[src/sv/fscc_pkg.sv]
`default_nettype none
// ----------------------------------------------------------------------------
// fscc_pkg
// Shared constants, register indexes, mode codes and types of the fan speed
// curve controller.
// ----------------------------------------------------------------------------
package fscc_pkg;

    // Number of curve points; points beyond the ten held in registers read as zero.
    localparam int CURVE_POINTS   = 10;
    localparam int POINTS_PER_REG = 5;
    localparam int TEMP_W         = 8;
    localparam int RPM_W          = 16;
    localparam int PCT_W          = 7;
    localparam int DUTY_W         = 8;
    localparam int STEP_SUM_W     = 10;

    localparam int CFG_ADDR_W     = 3;
    localparam int CFG_DATA_W     = 40;
    localparam int IN_DATA_W      = 24;
    localparam int OUT_DATA_W     = 16;

    typedef logic signed [DUTY_W-1:0] duty_t;
    typedef logic [PCT_W-1:0]         pct_t;
    typedef logic [TEMP_W-1:0]        temp_t;

    localparam duty_t AUTO_DUTY = -8'sd2;
    localparam pct_t  MAX_DUTY  = 7'd100;

    // Control mode codes.
    localparam logic [2:0] MODE_AUTO   = 3'd0;
    localparam logic [2:0] MODE_MAX    = 3'd1;
    localparam logic [2:0] MODE_STATIC = 3'd2;
    localparam logic [2:0] MODE_HOLD   = 3'd3;
    localparam logic [2:0] MODE_STEP   = 3'd4;
    localparam logic [2:0] MODE_CURVE  = 3'd5;

    // Configuration register indexes.
    localparam logic [CFG_ADDR_W-1:0] REG_CONTROL_MODE      = 3'd0;
    localparam logic [CFG_ADDR_W-1:0] REG_STATIC_DUTY       = 3'd1;
    localparam logic [CFG_ADDR_W-1:0] REG_STEP_PARAMS       = 3'd2;
    localparam logic [CFG_ADDR_W-1:0] REG_CURVE_TEMPS_LOW   = 3'd3;
    localparam logic [CFG_ADDR_W-1:0] REG_CURVE_TEMPS_HIGH  = 3'd4;
    localparam logic [CFG_ADDR_W-1:0] REG_CURVE_DUTIES_LOW  = 3'd5;
    localparam logic [CFG_ADDR_W-1:0] REG_CURVE_DUTIES_HIGH = 3'd6;
    localparam logic [CFG_ADDR_W-1:0] REG_LIMIT_SETTINGS    = 3'd7;

endpackage
`default_nettype wire

[src/sv/fan_speed_curve_controller.sv]
`default_nettype none
// ----------------------------------------------------------------------------
// fan_speed_curve_controller
// Chooses a fan duty, or firmware automatic control, once per control tick.
// ----------------------------------------------------------------------------
// One item per clock cycle is accepted while the output is not stalled, and one
// result item per input item is returned via the input and result registers.
// The rate is set by the held duty: each item reads the duty left by the item
// before it, and the single combinational stage between the input register and
// the result register computes both the result and the new held duty, so
// consecutive items follow each other without a gap. The output register
// decouples the sides: a new item can enter an empty input register while a
// result waits. Configuration must only be written while no item is in flight.
module fan_speed_curve_controller (
    input  wire logic                            clk,
    input  wire logic                            rst_n,
    input  wire logic                            cfg_wr_en,
    input  wire logic [fscc_pkg::CFG_ADDR_W-1:0] cfg_addr,
    input  wire logic [fscc_pkg::CFG_DATA_W-1:0] cfg_wdata,
    input  wire logic                            s_axis_tvalid,
    output logic                                 s_axis_tready,
    // [7:0] temperature, [23:8] fan_rpm
    input  wire logic [fscc_pkg::IN_DATA_W-1:0]  s_axis_tdata,
    output logic                                 m_axis_tvalid,
    input  wire logic                            m_axis_tready,
    // [7:0] target_duty, [8] apply_duty, [9] apply_auto, [15:10] zero
    output logic [fscc_pkg::OUT_DATA_W-1:0]      m_axis_tdata
);
    import fscc_pkg::*;

    // Configuration registers.
    logic [2:0]  control_mode_reg;
    pct_t        static_duty_reg;
    logic [29:0] step_params_reg;
    logic [39:0] curve_temps_low_reg;
    logic [39:0] curve_temps_high_reg;
    logic [34:0] curve_duties_low_reg;
    logic [34:0] curve_duties_high_reg;
    logic [14:0] limit_settings_reg;

    // Pipeline and state.
    logic              in_valid_reg;
    temp_t             temperature_reg;
    logic [RPM_W-1:0]  fan_rpm_reg;
    logic              out_valid_reg;
    logic [OUT_DATA_W-1:0] out_data_reg;
    logic [OUT_DATA_W-1:0] out_data_next;
    duty_t             held_duty_reg;
    duty_t             held_duty_next;
    logic              auto_active_reg;
    logic              auto_active_next;

    logic advance;

    // Decoded fields.
    temp_t step_hi;
    temp_t step_lo;
    pct_t  step_floor;
    pct_t  step_size;
    pct_t  safe_min;
    logic  limit_en;
    pct_t  limit_duty;

    temp_t curve_temp [CURVE_POINTS];
    pct_t  curve_duty [CURVE_POINTS];

    logic signed [STEP_SUM_W-1:0] step_sum;
    logic signed [STEP_SUM_W-1:0] step_max;
    pct_t  step_result;
    pct_t  curve_sel;
    pct_t  curve_result;
    duty_t base_target;
    duty_t target;
    logic  limited_mode;
    logic  is_auto;
    logic  apply_duty;
    logic  apply_auto;

    assign advance       = in_valid_reg && (!out_valid_reg || m_axis_tready);
    assign s_axis_tready = !in_valid_reg || advance;
    assign m_axis_tvalid = out_valid_reg;
    assign m_axis_tdata  = out_data_reg;

    assign step_hi    = step_params_reg[29:22];
    assign step_lo    = step_params_reg[21:14];
    assign step_floor = step_params_reg[13:7];
    assign step_size  = step_params_reg[6:0];
    assign safe_min   = limit_settings_reg[14:8];
    assign limit_en   = limit_settings_reg[7];
    assign limit_duty = limit_settings_reg[6:0];

    // Unpack curve points; points past the two register banks read as zero.
    always_comb
    begin
        for (int i = 0; i < CURVE_POINTS; i++)
        begin
            if (i < POINTS_PER_REG)
            begin
                curve_temp[i] = curve_temps_low_reg[TEMP_W*i +: TEMP_W];
                curve_duty[i] = curve_duties_low_reg[PCT_W*i +: PCT_W];
            end
            else if (i < 2*POINTS_PER_REG)
            begin
                curve_temp[i] = curve_temps_high_reg[TEMP_W*(i-POINTS_PER_REG) +: TEMP_W];
                curve_duty[i] = curve_duties_high_reg[PCT_W*(i-POINTS_PER_REG) +: PCT_W];
            end
            else
            begin
                curve_temp[i] = '0;
                curve_duty[i] = '0;
            end
        end
    end

    // Hysteresis step: the held duty may be the automatic code, so the sum is signed.
    always_comb
    begin
        step_sum = STEP_SUM_W'(held_duty_reg);
        if (temperature_reg > step_hi)
            step_sum = STEP_SUM_W'(held_duty_reg) + $signed({3'b000, step_size});
        else if (temperature_reg < step_lo)
            step_sum = STEP_SUM_W'(held_duty_reg) - $signed({3'b000, step_size});
        step_max = step_sum;
        if (step_max < $signed({3'b000, safe_min}))
            step_max = $signed({3'b000, safe_min});
        if (step_max < $signed({3'b000, step_floor}))
            step_max = $signed({3'b000, step_floor});
        if (step_max > $signed({3'b000, MAX_DUTY}))
            step_result = MAX_DUTY;
        else
            step_result = step_max[PCT_W-1:0];
    end

    // Curve: lowest matching interval wins; first duty below point 0, else last.
    always_comb
    begin
        curve_sel = curve_duty[CURVE_POINTS-1];
        for (int i = CURVE_POINTS - 2; i >= 0; i--)
        begin
            if (temperature_reg >= curve_temp[i] && temperature_reg < curve_temp[i+1])
                curve_sel = curve_duty[i];
        end
        if (temperature_reg < curve_temp[0])
            curve_sel = curve_duty[0];
        if (curve_sel < safe_min)
            curve_sel = safe_min;
        curve_result = (curve_sel > MAX_DUTY) ? MAX_DUTY : curve_sel;
    end

    always_comb
    begin
        limited_mode = 1'b1;
        unique case (control_mode_reg)
            MODE_AUTO:
            begin
                base_target  = AUTO_DUTY;
                limited_mode = 1'b0;
            end
            MODE_MAX:
            begin
                base_target  = duty_t'({1'b0, MAX_DUTY});
                limited_mode = 1'b0;
            end
            MODE_STATIC:
            begin
                base_target  = duty_t'({1'b0, static_duty_reg});
                limited_mode = 1'b0;
            end
            MODE_STEP:   base_target = duty_t'({1'b0, step_result});
            MODE_CURVE:  base_target = duty_t'({1'b0, curve_result});
            // Hold, and the undefined codes, keep the held duty, subject to the limit.
            default:     base_target = held_duty_reg;
        endcase

        target = base_target;
        if (limited_mode && limit_en && base_target > $signed({1'b0, limit_duty}))
            target = duty_t'({1'b0, limit_duty});

        is_auto          = (target == AUTO_DUTY);
        apply_auto       = is_auto && !auto_active_reg;
        apply_duty       = !is_auto && (held_duty_reg != target);
        auto_active_next = is_auto;
        held_duty_next   = is_auto ? AUTO_DUTY : target;
        // A stopped fan clears the held duty once the result is formed.
        if (fan_rpm_reg == '0)
            held_duty_next = '0;

        out_data_next = {6'b000000, apply_auto, apply_duty, target};
    end

    always_ff @(posedge clk or negedge rst_n)
    begin
        if (!rst_n)
        begin
            control_mode_reg      <= MODE_AUTO;
            static_duty_reg       <= 7'd50;
            step_params_reg       <= '0;
            curve_temps_low_reg   <= '0;
            curve_temps_high_reg  <= '0;
            curve_duties_low_reg  <= '0;
            curve_duties_high_reg <= '0;
            limit_settings_reg    <= '0;
        end
        else if (cfg_wr_en)
        begin
            unique case (cfg_addr)
                REG_CONTROL_MODE:      control_mode_reg      <= cfg_wdata[2:0];
                REG_STATIC_DUTY:       static_duty_reg       <= cfg_wdata[PCT_W-1:0];
                REG_STEP_PARAMS:       step_params_reg       <= cfg_wdata[29:0];
                REG_CURVE_TEMPS_LOW:   curve_temps_low_reg   <= cfg_wdata[39:0];
                REG_CURVE_TEMPS_HIGH:  curve_temps_high_reg  <= cfg_wdata[39:0];
                REG_CURVE_DUTIES_LOW:  curve_duties_low_reg  <= cfg_wdata[34:0];
                REG_CURVE_DUTIES_HIGH: curve_duties_high_reg <= cfg_wdata[34:0];
                REG_LIMIT_SETTINGS:    limit_settings_reg    <= cfg_wdata[14:0];
                default:               control_mode_reg      <= control_mode_reg;
            endcase
        end
    end

    always_ff @(posedge clk or negedge rst_n)
    begin
        if (!rst_n)
        begin
            in_valid_reg    <= 1'b0;
            out_valid_reg   <= 1'b0;
            held_duty_reg   <= '0;
            auto_active_reg <= 1'b0;
        end
        else
        begin
            if (s_axis_tready)
                in_valid_reg <= s_axis_tvalid;
            if (advance)
            begin
                out_valid_reg   <= 1'b1;
                held_duty_reg   <= held_duty_next;
                auto_active_reg <= auto_active_next;
            end
            else if (m_axis_tready)
                out_valid_reg <= 1'b0;
        end
    end

    always_ff @(posedge clk)
    begin
        if (s_axis_tready && s_axis_tvalid)
        begin
            temperature_reg <= s_axis_tdata[7:0];
            fan_rpm_reg     <= s_axis_tdata[23:8];
        end
        if (advance)
            out_data_reg <= out_data_next;
    end

    // A result never asks for both a duty write and a switch to automatic control.
    assert property (@(posedge clk) disable iff (!rst_n)
        m_axis_tvalid |-> !(m_axis_tdata[8] && m_axis_tdata[9]))
        else $error("apply_duty and apply_auto both set");

    // Entering automatic control always carries the automatic code.
    assert property (@(posedge clk) disable iff (!rst_n)
        (m_axis_tvalid && m_axis_tdata[9]) |-> (m_axis_tdata[7:0] == AUTO_DUTY))
        else $error("apply_auto without automatic target");

    // After an automatic result the held duty is the automatic code or zero.
    assert property (@(posedge clk) disable iff (!rst_n)
        (advance && is_auto) |=> (auto_active_reg &&
            (held_duty_reg == AUTO_DUTY || held_duty_reg == '0)))
        else $error("state not updated for automatic control");

    // A stalled result must not be overwritten by a new one.
    assert property (@(posedge clk) disable iff (!rst_n)
        (out_valid_reg && !m_axis_tready) |-> !advance)
        else $error("result overwritten while stalled");

endmodule
`default_nettype wire

[config.mk]
export PLATFORM = sky130hd
export DESIGN_NAME = fan_speed_curve_controller
export DESIGN_NICKNAME = d
export VERILOG_FILES = /design/src/sv/fscc_pkg.sv /design/src/sv/fan_speed_curve_controller.sv
export SDC_FILE = /design/constraint.sdc
export NUM_CORES = 1
export LEC_CHECK = 0
export ABC_AREA = 0
export BUFFER_PORTS_ARGS = -buffer_cell sky130_fd_sc_hd__buf_4
export CAP_MARGIN = 20
export CORE_UTILIZATION = 40
export DETAILED_ROUTE_END_ITERATION = 8
export GPL_TIMING_DRIVEN = 0
export PLACE_DENSITY_LB_ADDON = 0.08
export RECOVER_POWER = 100
export SLEW_MARGIN = 20
export SYNTH_ARGS = -nofsm -noshare
export SYNTH_HDL_FRONTEND = slang
export SYNTH_SLANG_ARGS = --single-unit
[constraint.sdc]
create_clock -name clk -period 12.8 [get_ports clk]
set_clock_uncertainty 0.15 [all_clocks]
set_input_delay 0.64 -clock clk [delete_from_list [all_inputs] [get_ports clk]]
set_output_delay 0.64 -clock clk [all_outputs]
set_load 0.05 [all_outputs]
# [Yosys cells after proc, flatten, opt, wreduce, memory -nomap -nowiden]
# Cells that the tools add are included.
[word_totals] regBits=250 inputBits=72 out_inout_bits=18 elab_cells=115
[op_classes] n_addsub=2 n_lt_le_gt_ge=27 n_eq_ne=13 mux=24 reduce_logical=34
[ops] cell="7-bit 2-to-1 mux" n=13
[ops] cell="8-bit less-than comparator" n=11
[ops] cell="8-bit >= comparator" n=9
[ops] cell="10-bit 2-to-1 mux" n=4
[ops] cell="8-bit one-hot mux with 5 select lines" n=1
[ops] cell="8-bit 2-to-1 mux" n=3
[ops] cell="10-bit by 8-bit less-than comparator with 1-bit output" n=2
[ops] cell="3-bit equality test (second input constant)" n=6
[ops] cell="8-bit > comparator" n=2
[ops] cell="16-bit logical NOT" n=1
[ops] cell="2-bit AND reduction" n=8
[ops] cell="1-bit logical AND" n=15
[ops] cell="10-bit by 8-bit > comparator with 1-bit output (second input constant)" n=1
[ops] cell="8-bit by 8-bit adder with 9-bit output" n=1
[ops] cell="3-bit by 2-bit equality test with 1-bit output (second input constant)" n=3
[ops] cell="8-bit by 8-bit subtractor with 9-bit output" n=1
[ops] cell="8-bit by 2-bit equality test with 1-bit output (second input constant)" n=1
[ops] cell="8-bit != test" n=1
[ops] cell="7-bit > comparator (second input constant)" n=1
[ops] cell="7-bit less-than comparator" n=1
[ops] cell="3-bit by 1-bit equality test with 1-bit output (second input constant)" n=2
[ops] cell="3-bit logical NOT" n=2
[ops] cell="1-bit logical NOT" n=4
[ops] cell="1-bit 2-to-1 mux" n=3
[ops] cell="3 further kinds" n=4

# [Longest topological paths before layout]
# Gate-level depths: netlist of the first run.
[depth] ltp_word=23 mapped_depth=55 depth_no_buf=51

# [Least setup slack after synthesis of the first run]
# Ideal clock, no wire load.
[synth_timing] path_type="register to register" start="reg temperature_reg[7]" end="reg out_data_reg[8], in the netlist m_axis_tdata[8], data pin" setup_time_ns=0.264 t_arrival_ns=10.438 t_required_ns=12.386 slack_ns=1.949 stages_incl_launch_ff=51 path_buffers=3 synth_period_minus_slack_ns=10.851 cell_sequence="edfxtp_1 -> ha_1 -> nand4_1 -> nor2_1 -> and2b_1 -> nor2_1 -> mux2_2 -> ha_1 -> a21boi_0 -> o21ai_0 -> nand2b_1 -> a21oi_1 -> nor2b_1 -> o21ai_0 -> nand2b_1 -> a2111oi_0 -> ha_1 -> clkbuf_1 -> [... 15 more ...] -> o22ai_1 -> a21boi_0 -> a311oi_1 -> nor2_1 -> ha_1 -> nor2b_1 -> o21a_1 -> o21a_1 -> o21a_1 -> o21a_1 -> o21a_1 -> o21ai_1 -> o21ai_0 -> o22a_1 -> o31ai_2 -> or4b_1 -> nor3_2 -> a31oi_1"
[synth_via] elab_chain_len=23
[synth_rtl] item="start, declared" line_no="fan_speed_curve_controller.sv:43" text="temp_t temperature_reg;"
[synth_rtl] item="start signal, assigned" line_no="fan_speed_curve_controller.sv:248" text="temperature_reg <= s_axis_tdata[7:0];"
[synth_rtl] item="8-bit >= comparator or 8-bit less-than comparator (tied branches)" line_no="fan_speed_curve_controller.sv:140" text="if (temperature_reg >= curve_temp[i] && temperature_reg < curve_temp[i+1])"
[synth_rtl] item="1-bit logical AND" line_no="fan_speed_curve_controller.sv:140"
[synth_rtl] item="7-bit 2-to-1 mux (9 in series)" line_no="fan_speed_curve_controller.sv:140"
[synth_rtl] item="7-bit 2-to-1 mux" line_no="fan_speed_curve_controller.sv:143" text="if (temperature_reg < curve_temp[0])"
[synth_rtl] item="7-bit less-than comparator" line_no="fan_speed_curve_controller.sv:145" text="if (curve_sel < safe_min)"
[synth_rtl] item="7-bit 2-to-1 mux" line_no="fan_speed_curve_controller.sv:145"
[synth_rtl] item="7-bit > comparator" line_no="fan_speed_curve_controller.sv:147" text="curve_result = (curve_sel > MAX_DUTY) ? MAX_DUTY : curve_sel;"
[synth_rtl] item="7-bit 2-to-1 mux" line_no="fan_speed_curve_controller.sv:147"
[synth_rtl] item="8-bit one-hot mux with 5 select lines *" line_no="fan_speed_curve_controller.sv:153" text="unique case (control_mode_reg)"
[synth_rtl] item="8-bit > comparator" line_no="fan_speed_curve_controller.sv:176" text="if (limited_mode && limit_en && base_target > $signed({1'b0, limit_duty}))"
[synth_rtl] item="1-bit logical AND" line_no="fan_speed_curve_controller.sv:176"
[synth_rtl] item="8-bit 2-to-1 mux *" line_no="fan_speed_curve_controller.sv:176"
[synth_rtl] item="named net target[2]" line_no="fan_speed_curve_controller.sv:73" text="duty_t target;"
[synth_rtl] item="8-bit by 2-bit equality test with 1-bit output" line_no="fan_speed_curve_controller.sv:179" text="is_auto = (target == AUTO_DUTY);"
[synth_rtl] item="1-bit logical NOT" line_no="fan_speed_curve_controller.sv:181" text="apply_duty = !is_auto && (held_duty_reg != target);"
[synth_rtl] item="1-bit logical AND *" line_no="fan_speed_curve_controller.sv:181"
[synth_rtl] item="named net apply_duty" line_no="fan_speed_curve_controller.sv:76" text="logic apply_duty;"
[synth_rtl] item="end signal, assigned" line_no="fan_speed_curve_controller.sv:252" text="out_data_reg <= out_data_next;"
[synth_rtl] item="end, declared" line_no="fan_speed_curve_controller.sv:46" text="logic [OUT_DATA_W-1:0] out_data_reg;"
# The timed path passes the listed nets; every way through them passes the cells marked *.
# A chain may end at the register's enable or synchronous reset.

# [Final worst setup path of the first run]
[layout_timing] start="reg temperature_reg[4]" end="reg out_data_reg[8], in the netlist m_axis_tdata[8], data pin"
# The elaborated chain is that of the path after synthesis.

==> run_results.csv, run 1 <==
group,metric,value,unit
status,outcome,"finished with violations",
status,violations,"max-capacitance violations, max-slew violations",
sta,rsz0062_at_grt,"no",
placement,port_buffers,79,
sta,finalHoldViolCount,0,
grt,antenna_found_initial,5,
flow_run,cap_violations,4,
worst_setup_path,worst_setup_path_end_kind,"flip-flop",
worst_setup_path,cp_slowest_cell,"or4b_1",
floorplan,coreArea,37670,um^2
floorplan,rows,71,
drt,vias,12000,
synth,synth_ff_type,"dfrtp_1",
cells_and_area,stdcell_area,17650,um^2
sta,finalCritPeriodShare,0.9370,
grt,grt_pass1_vias,11660,
drt,finalWirelength,47490,um
cells_and_area,final_util,0.4685,
synth,yosysMostFrequentCell,"dfrtp_1",
drt,vias_per_cell,5.546,
grt,grt_usage,0.2484,
synth,synth.top_cell.area_share,0.3488,
synth,ys.warnings.count,0,
synth,synth.yosys.seq_area_share,0.4207,
synth,async_reset_ff_frac,0.8640,
worst_setup_path,worstPathRequired,12.98,ns
worst_setup_path,critical_path_peak_fanout,10,
floorplan,pin_count,90,
grt,gr-usage-met1,0.3771,
synth,synth_area,15280,um^2
cells_and_area,finalNetCount,1840,
synth,synth_common_cells,"dfrtp_1 (213), inv_1 (151), mux2_2 (149)",
grt,grt_max_degree,95,
drt,avgRoutedWirePerCell,21.94,um
cells_and_area,area_growth,15.47,%
cells_and_area,ff_latch_area,6430,um^2
worst_setup_path,critPathLaunchType,"flip-flop",
placement,gp_congestion,0.9623,
sta,hold-worst-slack,0.09081,ns
power,seqPwrFrac,0.270,
clock_network,insertion_delay,0.59,ns
clock_network,cts_buffer_depth,3,
grt,grt_first_pass_wirelength,72380,um
cells_and_area,fill_cells,3703,
cells_and_area,drive_gt1_frac,0.2015,
placement,dpl.hpwl,35180,um
placement,dp.cells,2093,
clock_network,cts.sinks,250,
grt,met3_usage,0.03398,
drt,ant_nets,0,
power,power_switching,1.745,mW
power,p_sw_frac,0.4292,
synth,synthCells,1495,
power,internal_power,2.320,mW
clock_network,clkTransAtPathRegs,0.06,ns
synth,synth_edf_count,34,
clock_network,cts_tree,"built",
floorplan,dieWidth,197.5,um
hold_path,min_path_type,"input port to flip-flop",
worst_setup_path,arrival,12.17,ns
clock_network,htree_levels,1,
placement,placed_area,16610,um^2
drt,drt_iter0_drc,858,
sta,maxSlewHeadroom,-2.529,
synth,synth_area_leaders,"dfrtp_1 (35%), ha_1 (11%), mux2_2 (11%), edfxtp_1 (6.7%), inv_1 (3.7%)",
floorplan,dieHeight,197.5,um
cells_and_area,antenna_cells,0,
power,comb_power_share,0.521,
power,p_clk_frac,0.209,
worst_setup_path,worstSetupPathType,"flip-flop to flip-flop",
synth,ys_seq_elements,250,
synth,synth_top_area_cell,"dfrtp_1",
worst_setup_path,cp_slowest_stage_delay,0.48,ns
sta,tns,0,ns
power,leakage,7.846,nW
floorplan,start_util,0.4057,
grt,overflow,0,
drt,firstDrtPassIters,5,
worst_setup_path,critical_path.most_common_cell,"o21a_1",
sta,drv_slew,221,
sta,fmax,83.38,MHz
cells_and_area,stdcell_count,2164,
synth,synthDistinctLibCells,99,
clock_network,cts_made_buffers,30,
power,vdd_drop_max,0.1484,mV
floorplan,die-area,38990,um^2
synth,syn_area_per_cell,10.22,um^2
drt,drc_errors,0,
clock_network,cts_root_buf,"clkbuf_16",
sta,worstMarginPinSlew,5.293,ns
sta,setup-violations-final,0,
cells_and_area,multi_input_area,8085,um^2
sta,fin_crit,11.99,ns
grt,top_usage_layer,"met1",
power,p_per_area,230.4,nW/um^2
grt,use_met2,0.3732,
per-stage QoR:
| stage | setup WS, ns | power (mW) |
|---|---|---|
| 2_1_floorplan | 1.949 | 2.586 |
| 3_3_place_gp | -0.6648 | 3.153 |
| 3_5_place_dp | -0.6394 | 3.169 |
| 4_1_cts | 0.3951 | 4.061 |
| 5_1_grt | 0.02109 | 4.357 |
| 6_report | 0.8061 | 4.065 |
routing by layer:
metal  up-vias  share of wire
li1       5695              -
met1      5950           0.50
met2       284           0.43
met3        65          0.047
met4         8          0.019
met5         -        0.00095
final timing paths:
| kind | startpoint | cells past startpoint | to | slack [ns] |
|---|---|---|---|---|
| worst max-delay path | temperature_reg[4] | 51 | m_axis_tdata[8] | 0.81 |
| worst min-delay path | s_axis_tdata[9] | 1 | fan_rpm_reg[1] | 0.09 |
| worst max register to register | temperature_reg[4] | 51 | m_axis_tdata[8] | 0.81 |
| worst min register to register | in_valid_reg | 1 | m_axis_tvalid | 0.33 |
| max in group asynchronous | rst_n | 3 | curve_temps_low_reg[32] | 5.70 |
| min in group asynchronous | rst_n | 2 | curve_temps_low_reg[12] | 0.96 |
area by class of cell:
| cell class | instances | share of cell area |
|---|---|---|
| sequential | 250 | 0.3644 |
| buffer | 58 | 0.01404 |
| multi-input combinational | 1040 | 0.4582 |
| timing repair buffer | 99 | 0.03864 |
| inverter | 152 | 0.03254 |
| tap | 511 | 0.03623 |
| clock inverter | 11 | 0.006594 |
| clock buffer | 43 | 0.04942 |
critical path, delay by kind of cell (launching register included):
kind / cells / cell delay [ns]
AO/OA/AOI/OAI: 27 / 5.61
AND/OR/NAND/NOR: 11 / 2.28
adder cells (fa/ha/maj): 6 / 1.78
buffers and inverters: 6 / 1.05
flip-flops: 1 / 0.44
multiplexers: 1 / 0.42
timing repair:
action	in CTS	in global routing
endpoints found under the hold margin	31	0
endpoints found under the setup margin	4	3
resized for setup	5	7
buffers inserted	14	2
hold buffers	1	0
pin swaps	0	1
power groups by stage:
stage               combinational [mW]  clock [mW]  sequential [mW]
CTS                               2.09       0.873             1.10
global placement                  2.04           0             1.12
floorplan                         1.47           0             1.12
finish                            2.12       0.849             1.10
detailed placement                2.05           0             1.12
global route                      2.34       0.900             1.12
kinds of logic (layout without fill, tap and decap cells):
logic type | after synthesis | in the layout | synth area share
compound gates | 370 | 370 | 0.1722
other cells | 1 | 6 | 0.0002454
fa+ha+maj | 137 | 137 | 0.1131
flops | 250 | 250 | 0.4207
buf+inv | 210 | 363 | 0.05354
xor+xnor | 9 | 9 | 0.005158
mux | 167 | 167 | 0.1217
simple gates | 351 | 351 | 0.1133
layout by cell type, fill, tap and decap left out, types with 7 or more instances in the layout:
cell         n
and2_1       8
clkbuf_4    24
nor3_1      24
or3_1       10
a211oi_1    11
nand2b_1    20
clkbuf_16   32
a21boi_0     8
a31oi_1     10
ha_1       135
nor4_1       8
a21oi_1     59
dfrtp_1    213
and3_1       7
nand3_1     17
o22ai_1      9
inv_1      150
xnor2_1      7
o31ai_1      8
o2111ai_1    9
a21o_1       7
mux2_2     149
o211ai_1    12
o21a_1      28
clkbuf_1    69
o21ai_0    102
buf_4       63
nor2b_1     16
a211o_1      9
nand2_1    128
nand4_1     17
nor2_1      64
o221ai_1     8
mux2i_1     17
edfxtp_1    34
Power figures use the tool's default switching activity.
==> run 2, diff against run 1 <==
Settings changed: BUFFER_PORTS_ARGS -buffer_cell sky130_fd_sc_hd__buf_4 to not set, CORE_ASPECT_RATIO set to 0.5, DONT_BUFFER_PORTS set to 1.
==> run 2 against run 1 <==
  * The run still ends with max-capacitance violations, max-slew violations left
  * Cell area fell by 2.1%
  * Sequential power up 4%
  * Wire length grew 5.2%
  * Register-to-register slack lost 0.20 ns
  * Cell count is 3.3% lower
  * First-iteration DRC count rose by 23%
  * Non-clock buffer count down 51
  * Sequential share of layout area up 0.79 points
  * Largest cell class unchanged
  * Largest power group unchanged
==> run_results.csv, run 2 (synthesized netlist as in run 1, its figures left out) <==
group,metric,value,unit
grt,grt_usage,0.2582,
worst_setup_path,worstPathRequired,12.95,ns
floorplan,coreArea,37540,um^2
cells_and_area,final_util,0.4601,
drt,ant_nets,0,
placement,dp_slack,-0.5420,ns
worst_setup_path,critPathLaunchType,"flip-flop",
drt,firstDrtPassIters,6,
hold_path,min_path_type,"input port to flip-flop",
drt,finalWirelength,49950,um
worst_setup_path,critical_path.most_common_cell,"o21a_1",
sta,maxSlewHeadroom,-3.253,
floorplan,dieHeight,140.2,um
grt,overflow,0,
power,leakage,7.593,nW
sta,fin_crit,12.20,ns
cells_and_area,area_growth,13.01,%
sta,setup-violations-final,0,
placement,port_buffers,0,
sta,drv_slew,244,
status,outcome,"finished with violations",
grt,grt_max_degree,217,
sta,finalHoldViolCount,0,
cells_and_area,fill_cells,3569,
worst_setup_path,worstSetupPathType,"flip-flop to flip-flop",
sta,rsz0062_at_grt,"no",
sta,worstMarginPinSlew,6.379,ns
drt,drt_iter0_drc,1055,
drt,avgRoutedWirePerCell,23.87,um
sta,fin_ws,0.6017,ns
worst_setup_path,cp_slowest_cell,"a2111oi_1",
floorplan,rows,50,
clock_network,clkTransAtPathRegs,0.07,ns
worst_setup_path,cp_slowest_stage_delay,0.59,ns
placement,dpl.hpwl,35520,um
sta,finalCritPeriodShare,0.9530,
power,vdd_drop_max,0.1617,mV
clock_network,cts_buffer_depth,3,
clock_network,insertion_delay,0.58,ns
clock_network,cts_root_buf,"clkbuf_16",
clock_network,htree_levels,1,
drt,drc_errors,0,
power,p_per_area,231.4,nW/um^2
cells_and_area,final_common_cell,"dfrtp_1",
grt,grt_pass1_vias,11790,
floorplan,pin_count,90,
placement,gp_congestion,0.8856,
floorplan,die-area,39040,um^2
clock_network,cts_made_buffers,26,
worst_setup_path,critical_path_peak_fanout,10,
sta,fmax,81.98,MHz
floorplan,start_util,0.4071,
drt,vias_per_cell,5.712,
worst_setup_path,worst_setup_path_end_kind,"flip-flop",
flow_run,cap_violations,3,
worst_setup_path,arrival,12.35,ns
clock_network,cts_tree,"built",
grt,antenna_found_initial,8,
status,violations,"max-capacitance violations, max-slew violations",
grt,grt_first_pass_wirelength,74570,um
cells_and_area,final_cell_mix,"dfrtp_1 (213), inv_1 (150), mux2_2 (149)",
cells_and_area,drive_gt1_frac,0.1685,
clock_network,cts.sinks,250,
floorplan,dieWidth,278.4,um
cells_and_area,finalNetCount,1785,
drt,vias,11960,
sta,tns,0,ns
-- run 2: cell types whose count changed in the layout (fill, tap and decap cells not counted), sizes merged --
cell and delta:
dlygate4sd3 +24, bufinv +1, clkinvlp -2, clkdlybuf4s25 +1, clkbuf -49, buf -37, clkinv +5, diode +3
-- run 2: routing by layer --
layer  track usage  wire length [um]
met5             0                26
met4       0.06310              1198
met3       0.05388              3653
met2        0.3939             21520
met1        0.3729             23550
-- run 2: timing repair --
item,4_1_cts,5_1_grt
hold buffers,25,1
setup buffers,15,6
pin swaps,0,5
endpoints found under the hold margin,240,77
cloned,0,0
gates resized for setup,4,18
setup endpoints to repair,3,7
-- run 2: area by class of cell --
class,instances,area [um^2],share of cell area
multi-input cells,1040,8107,0.4694
flip-flops and latches,250,6430,0.3723
clock buffers,33,696.9,0.04035
well taps,494,618.1,0.03579
inverters,152,574.3,0.03325
repair buffers,48,421.7,0.02441
plain buffers,58,252.7,0.01463
clock inverters,15,162.7,0.009418
diodes,3,7.507,0.0004347
-- run 2: critical path, delay by kind of cell (launching register included) --
| kind | cells | cell delay (ns) |
|---|---|---|
| buffers and inverters | 6 | 1.08 |
| flip-flops | 1 | 0.54 |
| multiplexers | 1 | 0.39 |
| AO/OA/AOI/OAI | 26 | 5.76 |
| AND/OR/NAND/NOR | 10 | 2.31 |
| adder cells (fa/ha/maj) | 6 | 1.67 |
-- run 2: worst paths after layout --
kind | start | endpoint | slack (ns) | cells after the start
setup / recovery | temperature_reg[4] | m_axis_tdata[8] | 0.60 | 49
hold / removal | cfg_wdata[23] | curve_temps_high_reg[23] | 0.03 | 2
setup reg to reg | temperature_reg[4] | m_axis_tdata[8] | 0.60 | 49
hold reg to reg | curve_duties_low_reg[11] | curve_duties_low_reg[11] | 0.35 | 1
max in group asynchronous | rst_n | curve_temps_high_reg[6] | 2.03 | 3
min in group asynchronous | rst_n | auto_active_reg | 2.19 | 2
-- run 2: where the power goes --
group,internal (mW),switching [mW]
registers,0.990,0.154
logic,0.842,1.23
clock network,0.431,0.353
-- run 2: through the flow --
stage / cell area, um^2 / hold WS [ns] / total power [mW] / std cells
4_1_cts: 17170 / 0.01260 / 3.943 / 2082
6_report: 17270 / 0.03298 / 3.997 / 2093
3_5_place_dp: 15920 / 0.2003 / 3.112 / 1994
3_3_place_gp: 15920 / 0.2006 / 3.079 / 1994
5_1_grt: 17260 / 0.02218 / 4.269 / 2090
2_1_floorplan: 15300 / 0.1944 / 2.586 / 1500
==> run 3, diff against run 2 <==
Settings changed: TNS_END_PERCENT set to 20.
Clock period 12.8 ns to 13.69 ns, I/O delays scaled along.
==> run 3 against run 2 <==
  * The flow still finishes with violations (max-capacitance violations, max-slew violations)
  * Die area is the same
  * Sequential power down 6%
  * Sequential cell count did not move
  * Wire length down 2.9%
  * Maximum frequency fell by 4.4%
  * Core utilization is 0.64 points lower
  * Global-route usage fell by 0.81 points
  * Total power is 7.9% lower
  * Non-clock buffer count decreased by 19
  * First-iteration DRC count down 3.1%
  * Cell count is 1.0% lower
  * Critical endpoint unchanged
==> run_results.csv, run 3 (synthesized netlist as in run 1, its figures left out) <==
group,metric,value,unit
status,outcome,"finished with violations",
status,violations,"max-capacitance violations, max-slew violations",
power,p_clk_frac,0.199,
sta,fin_crit,12.76,ns
clock_network,insertion_delay,0.58,ns
power,power_switching,1.598,mW
drt,vias,11830,
worst_setup_path,critical_path_peak_fanout,10,
clock_network,htree_levels,1,
sta,finalHoldViolCount,0,
power,comb_power_share,0.512,
sta,drv_slew,244,
drt,drc_errors,0,
worst_setup_path,crit-reg2reg-launch,"temperature_reg[7]",
sta,fin_ws,0.9296,ns
grt,grt_first_pass_wirelength,72710,um
power,seqPwrFrac,0.290,
worst_setup_path,rr_endpoint,"m_axis_tdata[8]",
sta,tns,0,ns
worst_setup_path,worstPathRequired,13.83,ns
sta,rsz0062_at_grt,"no",
floorplan,pin_count,90,
cells_and_area,fill_cells,3576,
cells_and_area,final_common_cell,"dfrtp_1",
hold_path,hold_path_startpoint,"s_axis_tdata[12]",
cells_and_area,multi_input_area,8049,um^2
placement,dpl.hpwl,35520,um
worst_setup_path,cp_slowest_stage_delay,0.52,ns
power,leakage,7.515,nW
cells_and_area,area_growth,11.45,%
clock_network,cts_root_buf,"clkbuf_16",
flow_run,cap_violations,3,
grt,grt_max_degree,217,
drt,finalWirelength,48510,um
worst_setup_path,reg2reg_depth,50,
drt,drt_iter0_drc,1022,
clock_network,cts_buffer_depth,3,
worst_setup_path,critical_path_buf_inv_count,6,
worst_setup_path,worst_setup_path_end_kind,"flip-flop",
floorplan,coreArea,37540,um^2
sta,finalCritPeriodShare,0.9321,
hold_path,whs_endpoint,"fan_rpm_reg[4]",
drt,firstDrtPassIters,5,
floorplan,dieHeight,140.2,um
clock_network,cts_made_buffers,26,
power,vdd_drop_max,0.1403,mV
drt,vias_per_cell,5.711,
worst_setup_path,path_delay_family,"compound AO/OA/AOI/OAI gates",
cells_and_area,drive_gt1_frac,0.1680,
cells_and_area,final_cell_mix,"dfrtp_1 (213), inv_1 (150), mux2_2 (148)",
grt,antenna_found_initial,6,
sta,worstMarginPinSlew,7.238,ns
hold_path,min_path_cells,0,
floorplan,die-area,39040,um^2
floorplan,rows,50,
worst_setup_path,arrival,12.91,ns
power,p_sw_frac,0.4343,
cells_and_area,finalNetCount,1766,
worst_setup_path,critPathLaunchType,"flip-flop",
placement,gp_congestion,0.8856,
worst_setup_path,critical_path.most_common_cell,"o21a_1",
clock_network,cts_tree,"built",
placement,dp_slack,0.3480,ns
drt,avgRoutedWirePerCell,23.41,um
worst_setup_path,cp_slowest_cell,"or4b_1",
cells_and_area,ff_latch_area,6430,um^2
clock_network,cts.sinks,250,
sta,setup-violations-final,0,
power,internal_power,2.081,mW
worst_setup_path,worstSetupPathType,"flip-flop to flip-flop",
floorplan,start_util,0.4071,
placement,port_buffers,0,
hold_path,min_path_type,"input port to flip-flop",
grt,overflow,0,
floorplan,dieWidth,278.4,um
power,p_per_area,216.0,nW/um^2
sta,maxSlewHeadroom,-3.825,
drt,ant_nets,0,
grt,grt_usage,0.2501,
clock_network,clkTransAtPathRegs,0.07,ns
worst_setup_path,r2r_slack,0.93,ns
grt,grt_pass1_vias,11570,
sta,fmax,78.37,MHz
run 3: cell count changes in the layout (fill, tap and decap cells not counted), sizes merged:
cell,change
dlygate4sd3,-24
clkdlybuf4s25,-1
buf,+6
diode,-2
run 3: worst max-delay path by stage:
| stage | startpoint | endpoint | depth (start not counted) | slack (ns) |
|---|---|---|---|---|
| CTS | temperature_reg[7] | m_axis_tdata[8] | 49 | 0.27 |
| finish | temperature_reg[7] | m_axis_tdata[8] | 50 | 0.93 |
| detailed placement | temperature_reg[7] | m_axis_tdata[8] | 49 | 0.35 |
| global route | temperature_reg[7] | m_axis_tdata[8] | 50 | 0.08 |
| global placement | temperature_reg[7] | m_axis_tdata[8] | 49 | 0.54 |
| floorplan | temperature_reg[7] | m_axis_tdata[8] | 50 | 2.84 |
run 3: per-stage QoR:
step | hold slack, ns | cell area, um^2 | total power [mW] | utilization | instances
CTS | 0.03117 | 16810 | 3.670 | 0.4478 | 2043
global placement | 0.2451 | 15920 | 2.879 | 0.4241 | 1994
global route | 0.03387 | 17030 | 3.939 | 0.4537 | 2071
floorplan | 0.2389 | 15300 | 2.418 | - | 1500
detailed placement | 0.2448 | 15920 | 2.910 | 0.4241 | 1994
finish | 0.05240 | 17030 | 3.679 | 0.4537 | 2072
run 3: area by class of cell:
class / instances / area share
buffer: 58 / 0.01455
clock buffer: 33 / 0.04092
multi-input combinational: 1040 / 0.4726
inverter: 152 / 0.03372
timing repair buffer: 29 / 0.01469
clock inverter: 15 / 0.009550
sequential: 250 / 0.3775
antenna: 1 / 0.0001469
tap: 494 / 0.03629
run 3: power by group through the flow:
stage	combinational [mW]	clock [mW]	sequential (mW)
after floorplan	1.37	0	1.04
after global placement	1.79	0	1.08
after detailed placement	1.82	0	1.09
after CTS	1.85	0.746	1.07
after global routing	2.08	0.774	1.08
final	1.88	0.731	1.07
run 3: metal layers:
| layer | share of wire | wire length [um] | GRT usage | up-vias |
|---|---|---|---|---|
| met5 | 0 | 0 | 0 | - |
| met4 | 0.022 | 1053 | 0.05612 | 0 |
| met3 | 0.060 | 2925 | 0.04254 | 65 |
| met2 | 0.44 | 21300 | 0.3876 | 348 |
| met1 | 0.48 | 23230 | 0.3643 | 5884 |
| li1 | - | - | - | 5536 |
run 3: repair_timing:
item,in CTS,in global routing
gates resized for setup,0,4
hold buffers,1,1
setup endpoints to repair,0,5
endpoints found under the hold margin,216,77
buffers inserted,0,26
